File: config.mk
export PLATFORM = sky130hd
export DESIGN_NAME = delimiter_set_tokenizer_flat
export DESIGN_NICKNAME = d
export VERILOG_FILES = /design/src/design/dst_pkg.sv /design/src/design/dst_char_if.sv /design/src/design/dst_entry_if.sv /design/src/design/delimiter_set_tokenizer.sv /design/src/design/dst_cfg_regs.sv /design/src/design/dst_front.sv /design/src/design/dst_queue.sv /design/src/design/dst_back.sv /design/src/flat_wrapper.sv
export SDC_FILE = /design/constraint.sdc
export NUM_CORES = 1
export LEC_CHECK = 0
export BUFFER_PORTS_ARGS = -buffer_cell sky130_fd_sc_hd__buf_2
export CAP_MARGIN = 20
export CORE_UTILIZATION = 50
export CTS_CLUSTER_DIAMETER = 50
export DETAILED_ROUTE_END_ITERATION = 12
export HOLD_SLACK_MARGIN = 0.08
export PLACE_DENSITY = 0.69
export SETUP_SLACK_MARGIN = 0.1
export SYNTH_ARGS = -nofsm -noshare
export SYNTH_HDL_FRONTEND = slang
export SYNTH_HIERARCHICAL = 1
export SYNTH_SLANG_ARGS = --single-unit
File: constraint.sdc
create_clock -name clk -period 7.4 [get_ports clk]
set_input_delay 0.74 -clock clk [delete_from_list [all_inputs] [get_ports clk]]
set_output_delay 0.74 -clock clk [all_outputs]
set_load 0.02 [all_outputs]
File: src/design/dst_pkg.sv
// Shared types and constants for the delimiter-set tokenizer.
// Used by every module and interface of the block; no dependencies.

package dst_pkg;

    // Sizes fixed by the entry format
    localparam int START_W = 16;
    localparam int LEN_W   = 17;
    localparam int INDEX_W = 16;
    localparam int BYTE_W  = 8;
    localparam int POS_W   = 16;

    // Delimiter set
    localparam int DELIM_SLOTS_C   = 8;
    localparam int MAX_DELIMITERS  = 8;
    localparam int DELIM_CNT_W     = 4;
    localparam int DELIM_BYTES_W   = DELIM_SLOTS_C * BYTE_W;

    // Default cap on the pending word length
    localparam longint unsigned MAX_STRING_LEN_C = 64'd65536;

    // Configuration port
    localparam int APB_DATA_W = 64;
    localparam int APB_ADDR_W = 4;
    localparam logic REG_DELIM_BYTES = 1'b0;
    localparam logic REG_DELIM_COUNT = 1'b1;

    // Entry queue between front and back
    localparam int QUEUE_DEPTH = 4;
    localparam int QPTR_W      = $clog2(QUEUE_DEPTH);
    localparam int QCNT_W      = $clog2(QUEUE_DEPTH + 1);

    // Scan phase, one-hot
    typedef enum logic [2:0] {
        PH_LEAD  = 3'b001,
        PH_WORD  = 3'b010,
        PH_TRAIL = 3'b100
    } phase_t;

    // One result entry
    typedef struct packed {
        logic [START_W-1:0] entry_start;
        logic [LEN_W-1:0]   entry_length;
        logic [INDEX_W-1:0] entry_index;
        logic               last_entry;
    } entry_t;

    // Entries pushed by the front in one cycle (zero, one or two)
    typedef struct packed {
        logic [1:0] count;
        entry_t     first;
        entry_t     second;
    } push_t;

endpackage

File: src/design/dst_char_if.sv
// Byte channel of the delimiter-set tokenizer: valid/ready plus one string byte.
// Depends on dst_pkg.

interface dst_char_if
    import dst_pkg::*;
();
    logic              valid;
    logic              ready;
    logic [BYTE_W-1:0] char_byte;
    logic              last_char;

    modport source (output valid, output char_byte, output last_char, input ready);
    modport sink   (input valid, input char_byte, input last_char, output ready);
endinterface

File: src/design/dst_entry_if.sv
// Entry channel of the delimiter-set tokenizer: valid/ready plus one entry.
// Depends on dst_pkg.

interface dst_entry_if
    import dst_pkg::*;
();
    logic               valid;
    logic               ready;
    logic [START_W-1:0] entry_start;
    logic [LEN_W-1:0]   entry_length;
    logic [INDEX_W-1:0] entry_index;
    logic               last_entry;

    modport source (output valid, output entry_start, output entry_length,
                    output entry_index, output last_entry, input ready);
    modport sink   (input valid, input entry_start, input entry_length,
                    input entry_index, input last_entry, output ready);
endinterface

File: src/design/delimiter_set_tokenizer.sv
// Delimiter-set tokenizer top level: config registers, front, queue, back.
// Depends on dst_pkg, dst_char_if, dst_entry_if and all dst_* modules.
//
// Usage:
//   chars   - one string byte per transaction, last_char on the final byte.
//   entries - one entry per transaction: start offset, length (trailing
//             delimiters included, zero for a leading delimiter), running
//             index and last_entry on the final entry of the string.
//   APB     - register 0 (address 0) holds up to eight delimiter bytes,
//             register 1 (address 8) the number in use. Write while idle.
// Throughput: one byte per cycle. A byte that both closes a word and ends
//   the string yields two entries; the four-entry queue absorbs them and
//   chars.ready drops when fewer than two queue slots are free.
// Entry path: an entry is written into the queue at the edge that accepts its
//   byte, then loaded into the output register, from which it is offered.
// Reset: scan state, queue pointers and output valid clear; the delimiter count
//   resets to zero, so no byte is a delimiter until configured.
// Receiver stall: entries hold in the output register and queue; with three
//   or more queued, chars.ready goes low and the byte stream waits.

module delimiter_set_tokenizer
    import dst_pkg::*;
#(
    parameter longint unsigned MaxStringLen = MAX_STRING_LEN_C
)
(
    input  logic                  clk,
    input  logic                  rst_n,
    dst_char_if.sink              chars,
    dst_entry_if.source           entries,
    input  logic                  psel,
    input  logic                  penable,
    input  logic                  pwrite,
    input  logic [APB_ADDR_W-1:0] paddr,
    input  logic [APB_DATA_W-1:0] pwdata,
    output logic [APB_DATA_W-1:0] prdata,
    output logic                  pready
);

    logic [DELIM_BYTES_W-1:0] delim_bytes;
    logic [DELIM_CNT_W-1:0]   delim_count;
    push_t                    push;
    entry_t                   head;
    logic                     not_empty;
    logic                     space_ok;
    logic                     pop;

    // configuration registers
    dst_cfg_regs u_cfg_regs (
        .clk         (clk),
        .rst_n       (rst_n),
        .psel        (psel),
        .penable     (penable),
        .pwrite      (pwrite),
        .paddr       (paddr),
        .pwdata      (pwdata),
        .prdata      (prdata),
        .pready      (pready),
        .delim_bytes (delim_bytes),
        .delim_count (delim_count)
    );

    // classify bytes and build entries
    dst_front #(
        .MaxStringLen (MaxStringLen)
    ) u_front (
        .clk         (clk),
        .rst_n       (rst_n),
        .chars       (chars),
        .delim_bytes (delim_bytes),
        .delim_count (delim_count),
        .space_ok    (space_ok),
        .push        (push)
    );

    // decoupling queue
    dst_queue u_queue (
        .clk       (clk),
        .rst_n     (rst_n),
        .push      (push),
        .pop       (pop),
        .head      (head),
        .not_empty (not_empty),
        .space_ok  (space_ok)
    );

    // output stage
    dst_back u_back (
        .clk       (clk),
        .rst_n     (rst_n),
        .head      (head),
        .not_empty (not_empty),
        .pop       (pop),
        .entries   (entries)
    );

endmodule

File: src/design/dst_cfg_regs.sv
// APB-style register file: delimiter byte set and delimiter count.
// Depends on dst_pkg.

module dst_cfg_regs
    import dst_pkg::*;
(
    input  logic                     clk,
    input  logic                     rst_n,
    input  logic                     psel,
    input  logic                     penable,
    input  logic                     pwrite,
    input  logic [APB_ADDR_W-1:0]    paddr,
    input  logic [APB_DATA_W-1:0]    pwdata,
    output logic [APB_DATA_W-1:0]    prdata,
    output logic                     pready,
    output logic [DELIM_BYTES_W-1:0] delim_bytes,
    output logic [DELIM_CNT_W-1:0]   delim_count
);

    logic [DELIM_BYTES_W-1:0] delim_bytes_reg;
    logic [DELIM_CNT_W-1:0]   delim_count_reg;
    logic                     wr_en;
    logic                     reg_sel;

    assign pready  = 1'b1;
    assign reg_sel = paddr[APB_ADDR_W-1];
    assign wr_en   = psel && penable && pwrite && pready;

    // register writes in the access phase
    always_ff @(posedge clk or negedge rst_n)
    begin
        if (!rst_n)
        begin
            delim_bytes_reg <= '0;
            delim_count_reg <= '0;
        end
        else if (wr_en)
        begin
            case (reg_sel)
                REG_DELIM_BYTES: delim_bytes_reg <= pwdata[DELIM_BYTES_W-1:0];
                REG_DELIM_COUNT: delim_count_reg <= pwdata[DELIM_CNT_W-1:0];
                default:         delim_count_reg <= delim_count_reg;
            endcase
        end
    end

    // read mux
    always_comb
    begin
        case (reg_sel)
            REG_DELIM_BYTES: prdata = APB_DATA_W'(delim_bytes_reg);
            REG_DELIM_COUNT: prdata = APB_DATA_W'(delim_count_reg);
            default:         prdata = '0;
        endcase
    end

    assign delim_bytes = delim_bytes_reg;
    assign delim_count = delim_count_reg;

endmodule

File: src/design/dst_front.sv
// Front end: accepts string bytes, matches them against the delimiter set,
// tracks the scan state and pushes up to two finished entries per byte.
// Depends on dst_pkg and dst_char_if.

module dst_front
    import dst_pkg::*;
#(
    parameter longint unsigned MaxStringLen = MAX_STRING_LEN_C
)
(
    input  logic                     clk,
    input  logic                     rst_n,
    dst_char_if.sink                 chars,
    input  logic [DELIM_BYTES_W-1:0] delim_bytes,
    input  logic [DELIM_CNT_W-1:0]   delim_count,
    input  logic                     space_ok,
    output push_t                    push
);

    // pending length register holds the cap; output takes the low bits
    localparam int CAP_W  = $clog2(MaxStringLen + 64'd1);
    localparam int WLEN_W = (CAP_W > LEN_W) ? CAP_W : LEN_W;
    localparam logic [WLEN_W-1:0] LEN_CAP = WLEN_W'(MaxStringLen);
    localparam logic [DELIM_CNT_W-1:0] DELIM_MAX = DELIM_CNT_W'(MAX_DELIMITERS);

    phase_t              phase_reg, phase_next, phase_mid;
    logic [POS_W-1:0]    pos_reg, pos_next;
    logic [START_W-1:0]  start_reg, start_next, start_mid;
    logic [WLEN_W-1:0]   len_reg, len_next, len_mid, len_inc;
    logic [INDEX_W-1:0]  cnt_reg, cnt_next, cnt_mid;
    logic [DELIM_CNT_W-1:0] delim_used;
    logic                is_delim;
    logic                fire;
    logic                emit_a;
    logic                emit_last;
    entry_t              ent_a;
    entry_t              ent_last;

    assign chars.ready = space_ok;
    assign fire        = chars.valid && chars.ready;

    // parallel delimiter compare
    assign delim_used = (delim_count > DELIM_MAX) ? DELIM_MAX : delim_count;

    always_comb
    begin
        is_delim = 1'b0;
        for (int i = 0; i < MAX_DELIMITERS; i++)
        begin
            if ((DELIM_CNT_W'(i) < delim_used) &&
                (chars.char_byte == delim_bytes[BYTE_W*i +: BYTE_W]))
            begin
                is_delim = 1'b1;
            end
        end
    end

    // saturating length step
    assign len_inc = (len_reg < LEN_CAP) ? (len_reg + WLEN_W'(1)) : len_reg;

    // scan step for the current byte
    always_comb
    begin
        phase_mid = phase_reg;
        start_mid = start_reg;
        len_mid   = len_reg;
        cnt_mid   = cnt_reg;
        emit_a    = 1'b0;
        ent_a     = '{entry_start: pos_reg, entry_length: '0,
                      entry_index: cnt_reg, last_entry: chars.last_char};
        case (phase_reg)
            PH_LEAD:
            begin
                if (is_delim)
                begin
                    // leading delimiter: empty entry
                    emit_a  = 1'b1;
                    cnt_mid = cnt_reg + INDEX_W'(1);
                end
                else
                begin
                    start_mid = pos_reg;
                    len_mid   = WLEN_W'(1);
                    phase_mid = PH_WORD;
                end
            end
            PH_WORD:
            begin
                len_mid = len_inc;
                if (is_delim)
                begin
                    phase_mid = PH_TRAIL;
                end
            end
            PH_TRAIL:
            begin
                if (is_delim)
                begin
                    len_mid = len_inc;
                end
                else
                begin
                    // next word begins: close the pending one
                    emit_a    = 1'b1;
                    ent_a     = '{entry_start: start_reg, entry_length: len_reg[LEN_W-1:0],
                                  entry_index: cnt_reg, last_entry: 1'b0};
                    cnt_mid   = cnt_reg + INDEX_W'(1);
                    start_mid = pos_reg;
                    len_mid   = WLEN_W'(1);
                    phase_mid = PH_WORD;
                end
            end
            default:
            begin
                phase_mid = PH_LEAD;
            end
        endcase

        // end of string flushes the pending word
        emit_last = chars.last_char && (phase_mid != PH_LEAD);
        ent_last  = '{entry_start: start_mid, entry_length: len_mid[LEN_W-1:0],
                      entry_index: cnt_mid, last_entry: 1'b1};
    end

    // pack pushes into the queue
    always_comb
    begin
        push.count  = 2'd0;
        push.first  = ent_a;
        push.second = ent_last;
        if (emit_a)
        begin
            push.count = emit_last ? 2'd2 : 2'd1;
        end
        else
        begin
            push.first = ent_last;
            push.count = emit_last ? 2'd1 : 2'd0;
        end
        if (!fire)
        begin
            push.count = 2'd0;
        end
    end

    // next state
    always_comb
    begin
        phase_next = phase_reg;
        pos_next   = pos_reg;
        start_next = start_reg;
        len_next   = len_reg;
        cnt_next   = cnt_reg;
        if (fire)
        begin
            if (chars.last_char)
            begin
                phase_next = PH_LEAD;
                pos_next   = '0;
                start_next = '0;
                len_next   = '0;
                cnt_next   = '0;
            end
            else
            begin
                phase_next = phase_mid;
                pos_next   = pos_reg + POS_W'(1);
                start_next = start_mid;
                len_next   = len_mid;
                cnt_next   = cnt_mid;
            end
        end
    end

    always_ff @(posedge clk or negedge rst_n)
    begin
        if (!rst_n)
        begin
            phase_reg <= PH_LEAD;
            pos_reg   <= '0;
            start_reg <= '0;
            len_reg   <= '0;
            cnt_reg   <= '0;
        end
        else
        begin
            phase_reg <= phase_next;
            pos_reg   <= pos_next;
            start_reg <= start_next;
            len_reg   <= len_next;
            cnt_reg   <= cnt_next;
        end
    end

endmodule

File: src/design/dst_queue.sv
// Short entry queue between front and back: two writes, one read per cycle.
// Depends on dst_pkg.

module dst_queue
    import dst_pkg::*;
(
    input  logic   clk,
    input  logic   rst_n,
    input  push_t  push,
    input  logic   pop,
    output entry_t head,
    output logic   not_empty,
    output logic   space_ok
);

    entry_t             slots_reg [QUEUE_DEPTH];
    logic [QPTR_W-1:0]  wr_ptr_reg, wr_ptr_next;
    logic [QPTR_W-1:0]  rd_ptr_reg, rd_ptr_next;
    logic [QCNT_W-1:0]  count_reg, count_next;
    logic [QPTR_W-1:0]  wr_ptr_b;

    assign wr_ptr_b  = wr_ptr_reg + QPTR_W'(1);
    assign head      = slots_reg[rd_ptr_reg];
    assign not_empty = (count_reg != '0);
    // room for the worst case of two entries from one byte
    assign space_ok  = (count_reg <= QCNT_W'(QUEUE_DEPTH - 2));

    // pointer and fill bookkeeping
    always_comb
    begin
        wr_ptr_next = wr_ptr_reg + QPTR_W'(push.count);
        rd_ptr_next = pop ? (rd_ptr_reg + QPTR_W'(1)) : rd_ptr_reg;
        count_next  = count_reg + QCNT_W'(push.count) - QCNT_W'(pop);
    end

    always_ff @(posedge clk or negedge rst_n)
    begin
        if (!rst_n)
        begin
            wr_ptr_reg <= '0;
            rd_ptr_reg <= '0;
            count_reg  <= '0;
        end
        else
        begin
            wr_ptr_reg <= wr_ptr_next;
            rd_ptr_reg <= rd_ptr_next;
            count_reg  <= count_next;
        end
    end

    // entry storage
    always_ff @(posedge clk)
    begin
        if (push.count != 2'd0)
        begin
            slots_reg[wr_ptr_reg] <= push.first;
        end
        if (push.count == 2'd2)
        begin
            slots_reg[wr_ptr_b] <= push.second;
        end
    end

endmodule

File: src/design/dst_back.sv
// Back end: output register that drains the entry queue onto the entry channel.
// Depends on dst_pkg and dst_entry_if.

module dst_back
    import dst_pkg::*;
(
    input  logic        clk,
    input  logic        rst_n,
    input  entry_t      head,
    input  logic        not_empty,
    output logic        pop,
    dst_entry_if.source entries
);

    logic   valid_reg, valid_next;
    entry_t data_reg;

    // load whenever the register is empty or being drained
    assign pop        = not_empty && (!valid_reg || entries.ready);
    assign valid_next = pop || (valid_reg && !entries.ready);

    always_ff @(posedge clk or negedge rst_n)
    begin
        if (!rst_n)
        begin
            valid_reg <= 1'b0;
        end
        else
        begin
            valid_reg <= valid_next;
        end
    end

    always_ff @(posedge clk)
    begin
        if (pop)
        begin
            data_reg <= head;
        end
    end

    assign entries.valid        = valid_reg;
    assign entries.entry_start  = data_reg.entry_start;
    assign entries.entry_length = data_reg.entry_length;
    assign entries.entry_index  = data_reg.entry_index;
    assign entries.last_entry   = data_reg.last_entry;

endmodule

File: src/flat_wrapper.sv
// flat-port wrapper written by rule: the top's interface ports become plain ports
module delimiter_set_tokenizer_flat import dst_pkg::*;
#(
    parameter longint unsigned MaxStringLen = MAX_STRING_LEN_C
)
  (clk, rst_n, psel, penable, pwrite, paddr, pwdata, prdata, pready, chars_valid, chars_char_byte, chars_last_char, chars_ready, entries_valid, entries_entry_start, entries_entry_length, entries_entry_index, entries_last_entry, entries_ready);
  dst_char_if chars_i ();
  dst_entry_if entries_i ();
  input  logic clk;
  input  logic rst_n;
  input  logic psel;
  input  logic penable;
  input  logic pwrite;
  input  logic [APB_ADDR_W-1:0] paddr;
  input  logic [APB_DATA_W-1:0] pwdata;
  output logic [APB_DATA_W-1:0] prdata;
  output logic pready;
  input wire logic [$bits(chars_i.valid)-1:0] chars_valid;
  input wire logic [$bits(chars_i.char_byte)-1:0] chars_char_byte;
  input wire logic [$bits(chars_i.last_char)-1:0] chars_last_char;
  output wire logic [$bits(chars_i.ready)-1:0] chars_ready;
  output wire logic [$bits(entries_i.valid)-1:0] entries_valid;
  output wire logic [$bits(entries_i.entry_start)-1:0] entries_entry_start;
  output wire logic [$bits(entries_i.entry_length)-1:0] entries_entry_length;
  output wire logic [$bits(entries_i.entry_index)-1:0] entries_entry_index;
  output wire logic [$bits(entries_i.last_entry)-1:0] entries_last_entry;
  input wire logic [$bits(entries_i.ready)-1:0] entries_ready;
  assign chars_i.valid = chars_valid;
  assign chars_i.char_byte = chars_char_byte;
  assign chars_i.last_char = chars_last_char;
  assign chars_ready = chars_i.ready;
  assign entries_valid = entries_i.valid;
  assign entries_entry_start = entries_i.entry_start;
  assign entries_entry_length = entries_i.entry_length;
  assign entries_entry_index = entries_i.entry_index;
  assign entries_last_entry = entries_i.last_entry;
  assign entries_i.ready = entries_ready;
  delimiter_set_tokenizer #(.MaxStringLen(MaxStringLen)) u_core (.clk(clk), .rst_n(rst_n), .chars(chars_i), .entries(entries_i), .psel(psel), .penable(penable), .pwrite(pwrite), .paddr(paddr), .pwdata(pwdata), .prdata(prdata), .pready(pready));
endmodule
# [After elaboration in Yosys (flattened, before gate mapping)]
# Memory sizes are Yosys's and may differ from the RTL's. A register that Yosys moved wholly into a read port is not among the register bits.
# Index checks and enable logic that the tools add are counted.
[totals] register_bits=144 ramBits=200 word_cells=109 mem_count=1
[mem_list] memory="u_core.u_queue.slots_reg" depth=4 width=50 read_ports=1 rd_clocked_by_memory_dff=1 wr=2 line_no="dst_queue.sv:16" source="entry_t slots_reg [QUEUE_DEPTH];"
[classes] n_addsub=8 n_lt_le_gt_ge=11 eq_ne=13 n_mux=41 bitwise_logic=1 reduce_logical=23
[op_table] cell="$mux 50" count=3
[op_table] cell="$pmux 64 s2" count=1
[op_table] cell="$mux 16" count=7
[op_table] cell="$mux 17" count=4
[op_table] cell="$eq 8x8->1" count=8
[op_table] cell="$pmux 17 s3" count=1
[op_table] cell="$add 16x1->16 const B" count=2
[op_table] cell="$pmux 16 s2" count=1
[op_table] cell="$add 17x1->17 const B" count=1
[op_table] cell="$lt 17x17->1 const B" count=1
[op_table] cell="$lt 3x4->1 const A" count=4
[op_table] cell="$mux 1" count=15
[op_table] cell="$logic_and 1x1->1" count=14
[op_table] cell="$mux 3" count=3
[op_table] cell="$lt 1x4->1 const A" count=2
[op_table] cell="$lt 2x4->1 const A" count=2
[op_table] cell="$mux 2" count=3
[op_table] cell="$pmux 3 s2" count=1
[op_table] cell="$add 2x1->2 const B" count=2
[op_table] cell="$gt 4x4->1 const B" count=1
[op_table] cell="$mux 4" count=1
[op_table] cell="$reduce_and 2->1" count=2
[op_table] cell="$add 3x2->3" count=1
[op_table] cell="$eq 3x1->1 const B" count=1
[op_table] cell="other kinds (14)" count=16

# [Logic depth before layout (Yosys ltp)]
[logic_depth] depth_word=22 depth_mapped=19

# [Cells and area by module]
# Netlist, hierarchy kept.
[by_module_without_submodules] module="dst_queue" n_inst=1 cells_per_inst=524 area_per_inst_um2=10199.8 seq_area_each_um2=6180.9
[by_module_without_submodules] module="dst_front" n_inst=1 cells_per_inst=734 area_per_inst_um2=5759.3 seq_area_each_um2=1702.9
[by_module_without_submodules] module="dst_cfg_regs" n_inst=1 cells_per_inst=218 area_per_inst_um2=3313.2 seq_area_each_um2=1701.6
[by_module_without_submodules] module="dst_back" n_inst=1 cells_per_inst=54 area_per_inst_um2=1545.2 seq_area_each_um2=1526.5

# [Worst setup path before layout]
# Ideal clock, no wire load.
[synth_path] kind="in2reg" start="input port chars_char_byte[5]" end="memory u_core/u_queue/slots_reg[0][0] (netlist bit) (enable)" setup_ns=0.527 arrival_ns=6.777 setup_slack_ns=0.096 path_stages=15 path_cell_list="buf_2 xor2_1 nor4_1 nand3_1 a211oi_2 nor2_2 and3_1 buf_6 nor2_4 inv_1 buf_2 ha_1 and3_1 o21bai_1 o21ai_0"
[synth_rtl] element="start: declaration" line_no="flat_wrapper.sv:19" source="input wire logic [$bits(chars_i.char_byte)-1:0] chars_char_byte;"
[synth_rtl] element="end: declaration" line_no="dst_queue.sv:16"

==> results.yml <==
run_status:
  status: "finished clean"
placement:
  pre_cts_ws_ps: 1542
  gp_congestion: 0.8589
  port_buffers: 196
  place_hpwl_mm: 28.91
routing:
  detail_route.wl_per_cell_um: 21.60
  ant_nets: 0
  vias: 13030
  drc: 0
  drt_iter0_drc: 807
  first_pass_iters: 5
  vias_per_cell: 5.803
  wirelength_mm: 48.48
clock_tree:
  cts_tree: "built"
  clk_pin_slew_ps: 60
  h-tree-depth: 2
  root_buffer: "clkbuf_16"
  cts_resized: 0
  cts_made_buffers: 45
  clock_path_buffers: 3
  postCtsSetupRepairBufs: 0
  ctsHoldBuffers: 0
  cts_sinks: 394
  clkLatencyLatePin_ps: 570
finish:
  nNetsFinal: 1768
  drive_above_1_share_pct: 37.64
  largest_reg_flops: 200
  layout_common_cells: "250 x edfxtp_1, 195 x buf_2, 184 x mux2_2"
  layout_commonest_cell: "edfxtp_1"
  syn_to_final_growth_pct: 12.46
synth:
  yosys_warnings: 6
  post-synth-top-area-cell: "edfxtp_1"
  synth_nets: 1623
  syn_area_um2: 20820
  synth_top_area_share_pct: 36.06
  synthFlopType: "edfxtp_1"
  async_reset_ff_share_pct: 36.55
  synth_area_leaders: "edfxtp_1 36%, dfrtp_1 17%, mux2_2 10%"
  avgSynthCellArea_um2: 13.61
  synth-edff-count: 250
  ys_ff_latch: 394
  synth_cell_types: 81
  synth_cells: 1530
  yosysSeqAreaShare_pct: 53.38
power:
  sw_frac_of_total_pct: 32.24
  seqPwrFrac_pct: 43.3
  clkPwrFrac_pct: 30.4
  p_int_mw: 4.786
  power.density_nw_per_um2: 301.7
  leakagePower_nw: 9.735
  p_sw_mw: 2.277
  max-vdd-ir-drop_mv: 0.1924
  comb_power_share_pct: 26.4
floorplanning:
  core_um2: 40920
  rows: 74
  die_h_um: 206.0
  die_area_um2: 42450
  ios: 201
  start_util_pct: 50.87
  die_w_um: 206.0
sta:
  tightestPinTransition_ps: 1140
  fin_setup_tns_ps: 0
  slew_headroom_pct: 23.97
  period_minus_slack_ps: 5350
  finalCritPeriodShare_pct: 72.30
  slew_viol_final: 0
  clock-skew-final_ps: 19.73
  finalHoldViolations: 0
  setup_viol: 0
  setup_ws_ps: 2050
  max_freq_ghz: 0.1869
  rsz0062_at_grt: "false"
global_routing:
  globalRouteOverflowTotal: 0
  grt_pass1_wl_mm: 75.53
  gr-usage-all-layers_pct: 23.35
  grt_pass1_vias: 13310
  grt_max_degree: 74
  antenna_found_initial: 3
setup_path:
  crit_type: "in2reg"
  end_kind: "register"
  cp_data_required_time_ps: 7630
  crit_fanout: 42
  startpoint_type: "input port"
  arrival_ps: 5580
hold_path:
  hold_path_class: "in2async"
job:
  cap_violations: 0
## synth_stat cells, types with 13 or more instances
| cell | instances |
|---|---|
| nor2_1 | 50 |
| nand4_1 | 13 |
| o21ai_0 | 57 |
| nand3_1 | 23 |
| xnor2_1 | 21 |
| xor2_1 | 70 |
| mux2_4 | 93 |
| buf_6 | 25 |
| nand2_1 | 133 |
| inv_1 | 23 |
| and3_1 | 15 |
| clkbuf_1 | 58 |
| nor4_1 | 18 |
| mux2_2 | 184 |
| nor2b_1 | 63 |
| a21oi_1 | 33 |
| buf_2 | 22 |
| dfrtp_1 | 143 |
| mux4_2 | 50 |
| edfxtp_1 | 250 |
| a22o_1 | 20 |
## critical path, cell delays in order
cell      delay [ps]
buf_2            200
xor2_1           200
nor4_1           530
nand3_1          190
a211oi_2         440
nor2_2           130
a21oi_4          390
nor2_4           110
inv_1            430
ha_1             320
and3_1           280
nand4b_1         770
o21ai_4          470
buf_12           350
## worst paths after layout
check	slack [ps]	from	cells after the start	to
min in group clk	400	pwdata[40]	2	u_core/u_cfg_regs/delim_bytes[40]$_DFFE_PN0P_
hold reg to reg	530	u_core/u_front/start_reg[2]$_DFFE_PN0P_	1	u_core/u_front/start_reg[2]$_DFFE_PN0P_
setup reg to reg	2070	u_core/u_cfg_regs/delim_bytes[18]$_DFFE_PN0P_	13	u_core/u_queue/slots_reg[0][16]$_DFFE_PP_
setup / recovery	2050	chars_char_byte[2]	14	u_core/u_queue/slots_reg[0][16]$_DFFE_PP_
hold / removal	200	rst_n	1	u_core/u_cfg_regs/delim_bytes[27]$_DFFE_PN0P_
max in group asynchronous	5600	rst_n	2	u_core/u_queue/rd_ptr_reg[1]$_DFFE_PN0P_
## power groups by stage
| stage | registers, mW | logic (mW) | clock network (mW) |
|---|---|---|---|
| 5_1_grt | 3.11 | 2.01 | 2.27 |
| 2_1_floorplan | 3.10 | 1.28 | 0 |
| 4_1_cts | 3.06 | 1.87 | 2.19 |
| 3_5_place_dp | 3.10 | 1.86 | 0 |
| 6_report | 3.06 | 1.86 | 2.15 |
| 3_3_place_gp | 3.09 | 1.84 | 0 |
## metrics by stage
stage               hold WS [ps]  instance area (um2)  std cells  util (%)  total power, mW
finish                     198.0                23410       2245     57.21            7.063
global route               232.7                23410       2244     57.20            7.386
CTS                        202.0                23410       2243     57.19            7.129
detailed placement         512.5                21980       2160     53.71            4.968
global placement           505.3                21980       2160     53.71            4.927
floorplan                  444.4                20820       1530         -            4.381
## final cells by class
class / count / area [um2]
antenna: 2 / 5.005
multi-input combinational: 993 / 8866
inverter: 25 / 93.84
timing repair buffer: 216 / 1237
sequential: 394 / 11120
fill: 3309 / 17510
clock inverter: 25 / 176.4
tap: 532 / 665.6
clock buffer: 58 / 1247
## routing by layer
metal,track usage [%],vias to the layer above,part of all wire [%]
li1,-,5963,-
met1,30.60,6552,43
met2,39.53,421,49
met3,4.431,90,6.1
met4,6.513,2,2.2
met5,0,-,0.023
## cell families (layout without fill, tap and decap cells)
kind of cell | after synthesis | in the layout | synth area share (%)
DFF | 394 | 394 | 53.38
other | 2 | 4 | 0.03608
adders and majority gates | 9 | 9 | 0.5770
buffers and inverters | 143 | 324 | 4.291
xor gates and xnor gates | 91 | 91 | 3.829
muxes | 342 | 342 | 22.86
and+or+nand+nor | 365 | 365 | 9.004
AOI/OAI and AO/OA | 184 | 184 | 6.029
(Power assumes the default switching activity.)
